===== src/design/dnkf_pkg.sv =====
// ----------------------------------------------------------------------------
// dnkf_pkg
// Shared types and constants for the distinct nibble key filler.
// ----------------------------------------------------------------------------
`default_nettype none

package dnkf_pkg;

  localparam logic [63:0] WEYL_INC_RESET = 64'hb5ad4eceda1ce2a9;
  localparam int unsigned DIGIT_COUNT    = 7;
  localparam int unsigned MAX_DRAWS      = 256;
  localparam int unsigned CNT_W          = $clog2(DIGIT_COUNT + 1);
  localparam int unsigned DRAW_W         = $clog2(MAX_DRAWS + 1);

  typedef struct packed {
    logic load;
    logic mul_lo;
    logic mul_hi;
    logic add;
    logic scan;
    logic emit;
  } dnkf_cmd_t;

  typedef struct packed {
    logic finished;
    logic out_busy;
  } dnkf_status_t;

endpackage

`default_nettype wire


===== src/design/dnkf_if.sv =====
// ----------------------------------------------------------------------------
// dnkf_if
// Valid/ready channels for key requests and completed keys.
// ----------------------------------------------------------------------------
`default_nettype none

interface dnkf_in_if;
  logic        valid;
  logic        ready;
  logic [31:0] lower_digits;
  logic [3:0]  round_number;

  modport source (output valid, output lower_digits, output round_number, input ready);
  modport sink   (input valid, input lower_digits, input round_number, output ready);
endinterface

interface dnkf_out_if;
  logic        valid;
  logic        ready;
  logic [63:0] key_word;
  logic        input_error;

  modport source (output valid, output key_word, output input_error, input ready);
  modport sink   (input valid, input key_word, input input_error, output ready);
endinterface

`default_nettype wire


===== src/design/dnkf_ctrl.sv =====
// ----------------------------------------------------------------------------
// dnkf_ctrl
// Sequencer: one draw is multiply low, multiply cross, add, scan, test.
// ----------------------------------------------------------------------------
`default_nettype none

module dnkf_ctrl (
  input  wire                   clk,
  input  wire                   rst_n,
  input  wire                   in_valid,
  output logic                  in_ready,
  input  dnkf_pkg::dnkf_status_t status,
  output dnkf_pkg::dnkf_cmd_t    cmd
);

  typedef enum logic [2:0] {
    ST_IDLE,
    ST_MUL_LO,
    ST_MUL_HI,
    ST_ADD,
    ST_SCAN,
    ST_TEST,
    ST_DONE
  } state_t;

  state_t state_r, state_nxt;

  always_comb begin
    state_nxt = state_r;
    cmd       = '0;
    in_ready  = 1'b0;
    case (state_r)
      ST_IDLE: begin
        in_ready = 1'b1;
        if (in_valid) begin
          cmd.load  = 1'b1;
          state_nxt = ST_MUL_LO;
        end
      end
      ST_MUL_LO: begin
        cmd.mul_lo = 1'b1;
        state_nxt  = ST_MUL_HI;
      end
      ST_MUL_HI: begin
        cmd.mul_hi = 1'b1;
        state_nxt  = ST_ADD;
      end
      ST_ADD: begin
        cmd.add   = 1'b1;
        state_nxt = ST_SCAN;
      end
      ST_SCAN: begin
        cmd.scan  = 1'b1;
        state_nxt = ST_TEST;
      end
      ST_TEST: begin
        state_nxt = status.finished ? ST_DONE : ST_MUL_LO;
      end
      ST_DONE: begin
        if (!status.out_busy) begin
          cmd.emit  = 1'b1;
          state_nxt = ST_IDLE;
        end
      end
      default: begin
        state_nxt = ST_IDLE;
      end
    endcase
  end

  always_ff @(posedge clk) begin
    if (!rst_n) begin
      state_r <= ST_IDLE;
    end else begin
      state_r <= state_nxt;
    end
  end

endmodule

`default_nettype wire


===== src/design/dnkf_datapath.sv =====
// ----------------------------------------------------------------------------
// dnkf_datapath
// Middle-square Weyl generator, nibble scan and result register.
// ----------------------------------------------------------------------------
`default_nettype none

module dnkf_datapath (
  input  wire                   clk,
  input  wire                   rst_n,
  input  dnkf_pkg::dnkf_cmd_t    cmd,
  output dnkf_pkg::dnkf_status_t status,
  input  wire                   cfg_we,
  input  wire  [63:0]           cfg_wdata,
  input  wire  [31:0]           in_lower_digits,
  input  wire  [3:0]            in_round_number,
  output logic                  out_valid,
  input  wire                   out_ready,
  output logic [63:0]           out_key_word,
  output logic                  out_input_error
);

  localparam int unsigned CW = dnkf_pkg::CNT_W;
  localparam int unsigned DW = dnkf_pkg::DRAW_W;

  logic [63:0]   inc_r;
  logic [63:0]   sq_r;
  logic [63:0]   ws_r;
  logic [63:0]   p0_r;
  logic [31:0]   p1_r;
  logic [31:0]   word_r;
  logic [DW-1:0] draws_r;
  logic [CW-1:0] cnt_r, cnt_nxt;
  logic [15:0]   used_r, used_nxt;
  logic [27:0]   upper_r, upper_nxt;
  logic [31:0]   low_r;
  logic [3:0]    ninth_r;
  logic          out_valid_r;
  logic [63:0]   key_r;
  logic          err_r;

  logic [31:0] mul_a;
  logic [63:0] prod;
  logic [63:0] sum_v;
  logic [3:0]  top;
  logic [4:0]  ninth_s;
  logic [3:0]  ninth_m;

  assign mul_a = cmd.mul_hi ? sq_r[63:32] : sq_r[31:0];
  assign prod  = 64'(mul_a) * 64'(sq_r[31:0]);
  // low 64 bits of the square plus the Weyl value: lo*lo + 2*hi*lo*2^32 + ws
  assign sum_v = p0_r + {p1_r[30:0], 33'd0} + ws_r;

  assign top     = in_lower_digits[31:28];
  assign ninth_s = 5'(top) + 5'(in_round_number);
  always_comb begin
    if (ninth_s >= 5'd30) begin
      ninth_m = 4'd0;
    end else if (ninth_s >= 5'd15) begin
      ninth_m = 4'(ninth_s - 5'd15);
    end else begin
      ninth_m = ninth_s[3:0];
    end
  end

  always_comb begin
    logic [3:0] d;
    used_nxt  = used_r;
    cnt_nxt   = cnt_r;
    upper_nxt = upper_r;
    for (int i = 0; i < 8; i++) begin
      d = word_r[4*i +: 4];
      if (cnt_nxt != CW'(dnkf_pkg::DIGIT_COUNT) && d != 4'd0 && !used_nxt[d]) begin
        used_nxt[d] = 1'b1;
        upper_nxt[{3'(CW'(dnkf_pkg::DIGIT_COUNT - 1) - cnt_nxt), 2'b00} +: 4] = d;
        cnt_nxt = cnt_nxt + 1'b1;
      end
    end
  end

  assign status.finished = (cnt_r == CW'(dnkf_pkg::DIGIT_COUNT)) ||
                           (draws_r == DW'(dnkf_pkg::MAX_DRAWS));
  assign status.out_busy = out_valid_r && !out_ready;

  always_ff @(posedge clk) begin
    if (!rst_n) begin
      inc_r       <= dnkf_pkg::WEYL_INC_RESET;
      sq_r        <= '0;
      ws_r        <= '0;
      out_valid_r <= 1'b0;
    end else begin
      if (cfg_we) begin
        inc_r <= cfg_wdata;
      end
      if (cmd.mul_lo) begin
        ws_r <= ws_r + inc_r;
      end
      if (cmd.add) begin
        sq_r <= {sum_v[31:0], sum_v[63:32]};
      end
      if (cmd.emit) begin
        out_valid_r <= 1'b1;
      end else if (out_ready) begin
        out_valid_r <= 1'b0;
      end
    end
  end

  always_ff @(posedge clk) begin
    if (cmd.load) begin
      low_r   <= in_lower_digits;
      ninth_r <= ninth_m + 4'd1;
      used_r  <= 16'(1) << top;
      cnt_r   <= '0;
      upper_r <= '0;
      draws_r <= '0;
    end
    if (cmd.mul_lo) begin
      p0_r <= prod;
    end
    if (cmd.mul_hi) begin
      p1_r <= prod[31:0];
    end
    if (cmd.add) begin
      word_r  <= sum_v[63:32];
      draws_r <= draws_r + 1'b1;
    end
    if (cmd.scan) begin
      used_r  <= used_nxt;
      cnt_r   <= cnt_nxt;
      upper_r <= upper_nxt;
    end
    if (cmd.emit) begin
      key_r <= {upper_r, ninth_r, low_r};
      err_r <= (low_r[31:28] == 4'd0);
    end
  end

  assign out_valid       = out_valid_r;
  assign out_key_word    = key_r;
  assign out_input_error = err_r;

endmodule

`default_nettype wire


===== src/design/distinct_nibble_key_filler_core.sv =====
// ----------------------------------------------------------------------------
// distinct_nibble_key_filler_core
// Completes a 64-bit key from its low eight nibbles and a round number.
//
// in_ch carries lower_digits and round_number; a transfer starts one key.
// out_ch returns key_word and input_error, one per request, in order.
// cfg_we/cfg_wdata write the Weyl increment; write only while idle.
// Each generator draw makes two passes through the shared 32x32
// multiplier, then a 64-bit add, a nibble scan and a completion test.
// A key needs at most 256 draws; one key is in flight at a time, so
// a new request is taken only once the last key has left the datapath.
// The result sits in an output register, so a new request is taken
// while an earlier key waits; if the receiver stalls, the next finished
// key waits in the datapath until the output register frees up.
// Reset clears the generator state and restores the default increment.
// ----------------------------------------------------------------------------
`default_nettype none

module distinct_nibble_key_filler_core (
  input  wire         clk,
  input  wire         rst_n,
  dnkf_in_if.sink     in_ch,
  dnkf_out_if.source  out_ch,
  input  wire         cfg_we,
  input  wire  [63:0] cfg_wdata
);

  dnkf_pkg::dnkf_cmd_t    cmd;
  dnkf_pkg::dnkf_status_t status;

  dnkf_ctrl u_ctrl (
    .clk      (clk),
    .rst_n    (rst_n),
    .in_valid (in_ch.valid),
    .in_ready (in_ch.ready),
    .status   (status),
    .cmd      (cmd)
  );

  dnkf_datapath u_datapath (
    .clk             (clk),
    .rst_n           (rst_n),
    .cmd             (cmd),
    .status          (status),
    .cfg_we          (cfg_we),
    .cfg_wdata       (cfg_wdata),
    .in_lower_digits (in_ch.lower_digits),
    .in_round_number (in_ch.round_number),
    .out_valid       (out_ch.valid),
    .out_ready       (out_ch.ready),
    .out_key_word    (out_ch.key_word),
    .out_input_error (out_ch.input_error)
  );

  a_busy_after_transfer: assert property (@(posedge clk) disable iff (!rst_n)
    in_ch.valid && in_ch.ready |=> !in_ch.ready)
    else $error("input taken while a key is in progress");

  a_cmd_onehot: assert property (@(posedge clk) disable iff (!rst_n)
    $onehot0({cmd.load, cmd.mul_lo, cmd.mul_hi, cmd.add, cmd.scan, cmd.emit}))
    else $error("more than one datapath command");

  a_emit_valid: assert property (@(posedge clk) disable iff (!rst_n)
    cmd.emit |=> out_ch.valid)
    else $error("emitted key not presented");

  a_emit_free: assert property (@(posedge clk) disable iff (!rst_n)
    cmd.emit |-> !(out_ch.valid && !out_ch.ready))
    else $error("result register overwritten while stalled");

endmodule

`default_nettype wire


===== src/flat_wrapper.sv =====
// flat-port wrapper written by rule: the top's interface ports become plain ports
module distinct_nibble_key_filler_core_flat 
  (clk, rst_n, cfg_we, cfg_wdata, in_ch_valid, in_ch_lower_digits, in_ch_round_number, in_ch_ready, out_ch_valid, out_ch_key_word, out_ch_input_error, out_ch_ready);
  dnkf_in_if in_ch_i ();
  dnkf_out_if out_ch_i ();
  input  wire clk;
  input  wire rst_n;
  input  wire cfg_we;
  input  wire  [63:0] cfg_wdata;
  input wire logic [$bits(in_ch_i.valid)-1:0] in_ch_valid;
  input wire logic [$bits(in_ch_i.lower_digits)-1:0] in_ch_lower_digits;
  input wire logic [$bits(in_ch_i.round_number)-1:0] in_ch_round_number;
  output wire logic [$bits(in_ch_i.ready)-1:0] in_ch_ready;
  output wire logic [$bits(out_ch_i.valid)-1:0] out_ch_valid;
  output wire logic [$bits(out_ch_i.key_word)-1:0] out_ch_key_word;
  output wire logic [$bits(out_ch_i.input_error)-1:0] out_ch_input_error;
  input wire logic [$bits(out_ch_i.ready)-1:0] out_ch_ready;
  assign in_ch_i.valid = in_ch_valid;
  assign in_ch_i.lower_digits = in_ch_lower_digits;
  assign in_ch_i.round_number = in_ch_round_number;
  assign in_ch_ready = in_ch_i.ready;
  assign out_ch_valid = out_ch_i.valid;
  assign out_ch_key_word = out_ch_i.key_word;
  assign out_ch_input_error = out_ch_i.input_error;
  assign out_ch_i.ready = out_ch_ready;
  distinct_nibble_key_filler_core u_core (.clk(clk), .rst_n(rst_n), .in_ch(in_ch_i), .out_ch(out_ch_i), .cfg_we(cfg_we), .cfg_wdata(cfg_wdata));
endmodule

===== config.mk =====
export PLATFORM = sky130hd
export DESIGN_NAME = distinct_nibble_key_filler_core_flat
export DESIGN_NICKNAME = d
export VERILOG_FILES = /design/src/design/dnkf_pkg.sv /design/src/design/dnkf_if.sv /design/src/design/dnkf_ctrl.sv /design/src/design/dnkf_datapath.sv /design/src/design/distinct_nibble_key_filler_core.sv /design/src/flat_wrapper.sv
export SDC_FILE = /design/constraint.sdc
export NUM_CORES = 2
export LEC_CHECK = 0
export BUFFER_PORTS_ARGS = -buffer_cell sky130_fd_sc_hd__buf_2
export CAP_MARGIN = 40
export CORE_MARGIN = 10
export CORE_UTILIZATION = 40
export DETAILED_ROUTE_END_ITERATION = 7
export SYNTH_ARGS = -nofsm -noshare
export SYNTH_HDL_FRONTEND = slang
export SYNTH_SLANG_ARGS = --single-unit

===== constraint.sdc =====
create_clock -name clk -period 14.7 [get_ports clk]
set_input_delay 2.94 -clock clk [delete_from_list [all_inputs] [get_ports clk]]
set_output_delay 2.94 -clock clk [all_outputs]
set_load 0.02 [all_outputs]

==> metrics.md <==
| Metric | Value |
|---|---|
| Status | `completed` |
| Crit start category | `flop` |
| Seq/Total Area, Yosys | `19.4%` |
| EDFF count, synth | `283` |
| Met3 Resource Use GR | `2.60%` |
| Num CTS Buffers | `53` |
| DRC | `0` |
| Top FF cell, synth | `edfxtp_1` |
| Largest fanout on the critical path | `10` |
| Mapped Cells | `7059` |
| Relative slew slack | `34.4%` |
| Mapped cell area | `63900 µm²` |
| Share of layout cells above drive strength 1 | `7.68%` |
| Area Growth Syn to Fin | `8.13%` |
| Slew @ Worst Pin | `0.970 ns` |
| # fillers | `15600` |
| Leak pwr | `31.5 nW` |
| RSZ-0062 raised after global routing | `yes` |
| Initial antenna violation count | `5` |
| Clock Tree Root | `clkbuf_16` |
| Fraction of registers with async set or reset after synthesis | `0%` |
| Drt pass-1 iters | `6` |
| WP data required | `15.09 ns` |
| Busiest grt layer | `met2` |
| Combinational power share | `50.0%` |
| Routed Antenna Nets | `0` |
| Met1 global-route usage | `30.4%` |
| Largest net degree at the start of global routing | `75` |
| Congestion Overflow GR | `0` |
| Max IR drop VDD | `174 µV` |
| Clock Skew | `0.0468 ns` |
| Via count | `50500` |
| First-pass GRT wire length | `312000 µm` |
| Initial DRC count | `4545` |
| CTS tree | `yes` |
| GR Util met2 | `38.7%` |
| Average routed wire per standard cell | `22.0 µm` |
| Hold Path Class | `flop to flop` |
| Die height | `420 µm` |
| Max Cap Viol | `0` |
| Vias per cell | `5.49` |
| TNS Setup | `0 ns` |
| Internal power | `3.46 mW` |
| GP Congestion | `0.949` |
| Clock sink count | `479` |
| Mapped Nets | `8579` |
| Clk slew on worst S/H paths | `0.06 ns` |
| Clock Latency Late Sink | `0.67 ns` |
| Crit path top cell by count | `ha_1` |
| Worst setup EP type | `flop` |
| Max H-tree Level | `2` |
| Post-route clock period utilization | `95.6%` |
| DIE AREA | `176000 µm²` |
| Switching Fraction | `43.5%` |
| F_max | `0.0712 GHz` |
| Cell variety after synth | `110` |
| Final setup viols | `0` |
| Fin. max-slew vios | `0` |
| Slowest-stage cell, CP | `or4_4` |
| DP HPWL | `156000 µm` |
| Tmin final | `14.05 ns` |
| Crit path DAT | `14.43 ns` |
| GRT Overall Usage | `22.8%` |
| Std-Cell Rows | `146` |
| Average cell area after synthesis | `9.05 µm²` |
| Switching pwr | `2.66 mW` |
| IO Count | `172` |
| Hold_ws | `0.412 ns` |
| Vias in the first global route | `51500` |
| CP Class | `flop to flop` |
| Die width | `420 µm` |
| CORE AREA | `159000 µm²` |
| Synthesis Warnings | `0` |
| Reg2Reg Depth | `64` |
| Sequential fraction of design power | `26.7%` |
| Pwr Density | `88.5 nW/µm²` |
| Initial Util | `40.3%` |
| Final WL | `202000 µm` |
| Slowest stage delay, CP | `0.56 ns` |
| PortBufs | `171` |
| CTS max path bufs | `3` |
| N_diodes | `0` |
| Nets | `8594` |
| Clk network pwr share | `23.3%` |
| Yosys reg bits | `479` |
| Hold depth | `0` |
| Final Hold Viols | `0` |
## cell families after synthesis
family	Yosys count	share of synthesized area (%)
mux	224	3.82
buf+inv	1436	8.59
xor+xnor	206	2.93
flops	479	19.4
fa+ha+maj	1415	38.6
simple gates	2306	16.3
compound gates	993	10.3
## cell usage after synthesis (all sizes together), types with 22 or more instances
| cell | count | area (µm²) |
|---|---|---|
| a31oi | 40 | 256 |
| nand4 | 22 | 150 |
| clkbuf | 305 | 1140 |
| nand2 | 1312 | 4920 |
| xor2 | 60 | 544 |
| a21o | 75 | 563 |
| xnor2 | 145 | 1310 |
| edfxtp | 283 | 8500 |
| o21a | 49 | 368 |
| nand2b | 46 | 288 |
| buf | 63 | 334 |
| or3 | 38 | 238 |
| mux2i | 173 | 1730 |
| nand3 | 82 | 410 |
| and2 | 256 | 1600 |
| ha | 486 | 6080 |
| mux2 | 39 | 439 |
| fa | 929 | 18600 |
| o21bai | 30 | 225 |
| and3 | 42 | 263 |
| o21ai | 179 | 896 |
| o211ai | 34 | 265 |
| a211oi | 51 | 393 |
| nor2b | 56 | 360 |
| a21oi | 326 | 1640 |
| inv | 1065 | 4000 |
| nor3 | 71 | 365 |
| dfxtp | 196 | 3920 |
| nor2 | 285 | 1070 |
## final cells by class
| class | instances | area, µm² | share of cell area (%) |
|---|---|---|---|
| multi-input combinational | 5144 | 46100 | 66.7 |
| timing repair buffer | 328 | 2120 | 3.07 |
| clock buffer | 60 | 1350 | 1.96 |
| sequential | 479 | 12400 | 18.0 |
| clock inverter | 39 | 497 | 0.719 |
| inverter | 1068 | 4020 | 5.82 |
| tap | 2072 | 2590 | 3.75 |
## critical path: cells and delay by family, from the launching register on
kind	cells	cell delay, ns
muxes	5	1.83
and+or+nand+nor	16	2.95
DFF	1	0.46
adders and majority gates	12	2.57
buffers and inverters	10	1.75
AOI/OAI and AO/OA	18	3.68
xor gates and xnor gates	3	0.54
## placed cells by master (no fill, tap or decap), drive strengths merged, types with 38 or more instances in the layout
| cell type | instances |
|---|---|
| ha | 486 |
| nand3 | 82 |
| nand2 | 1312 |
| clkbuf | 61 |
| dfxtp | 196 |
| xor2 | 60 |
| fa | 929 |
| mux2 | 39 |
| inv | 1070 |
| xnor2 | 145 |
| nor2b | 56 |
| edfxtp | 283 |
| o21a | 49 |
| or3 | 38 |
| o21ai | 179 |
| a31oi | 40 |
| a21oi | 326 |
| nor2 | 285 |
| nor3 | 71 |
| and3 | 42 |
| mux2i | 173 |
| buf | 327 |
| a211oi | 51 |
| and2 | 256 |
| nand2b | 46 |
| a21o | 75 |
## path summary, 6_finish.rpt
kind,start,end,slack [ns]
worst max-delay path,u_core.u_datapath.word_r[0],u_core.u_datapath.upper_r[19],0.65
worst min register to register,u_core.u_datapath.low_r[7],u_core.u_datapath.out_key_word[7],0.41
worst min-delay path,u_core.u_datapath.low_r[7],u_core.u_datapath.out_key_word[7],0.41
worst max register to register,u_core.u_datapath.word_r[0],u_core.u_datapath.upper_r[19],0.65
## flip-flops by register name, summed over array words and instances, names as in the netlist, 9 cells and up
register	count
u_core.u_datapath.p0_r	64
u_core.u_datapath.word_r	32
u_core.u_datapath.draws_r	9
u_core.u_datapath.low_r	32
u_core.u_datapath.p1_r	31
u_core.u_datapath.used_r	15
u_core.u_datapath.ws_r	64
u_core.u_datapath.inc_r	64
u_core.u_datapath.upper_r	28
u_core.u_datapath.sq_r	64
u_core.u_datapath.out_key_word	64
## per-layer routing
layer  vias to the layer above  share of wire [%]
li1                      22800                  -
met1                     25500                 43
met2                      1791                 47
met3                       370                6.2
met4                         2                3.7
met5                         -             0.0049
## power groups by stage
stage,logic (mW),registers (mW),clock network [mW]
2_1_floorplan,2.15,1.60,0
3_3_place_gp,2.87,1.66,0
3_5_place_dp,2.94,1.66,0
4_1_cts,2.97,1.63,1.45
5_1_grt,3.33,1.64,1.50
6_report,3.06,1.63,1.43
## stage by stage
stage          instances  cell area [µm²]  power, mW  worst slack (ns)  utilization [%]
2_1_floorplan       7059            63900       3.75            0.0623                -
3_3_place_gp        9074            66900       4.53            -0.316             42.2
3_5_place_dp        9088            67100       4.60            -0.118             42.3
4_1_cts             9187            69000       6.06             0.105             43.5
6_report            9190            69100       6.12             0.654             43.6
5_1_grt             9190            69100       6.48           -0.0105             43.6
## timing repair
action / CTS / global route
setup buffers: 0 / 2
hold buffers: 0 / 0
endpoints found under the setup margin: 33 / 42
gates resized for setup: 5 / 15
pin swaps: 0 / 4
cloned: 0 / 0
Power figures use the tool's default switching activity.
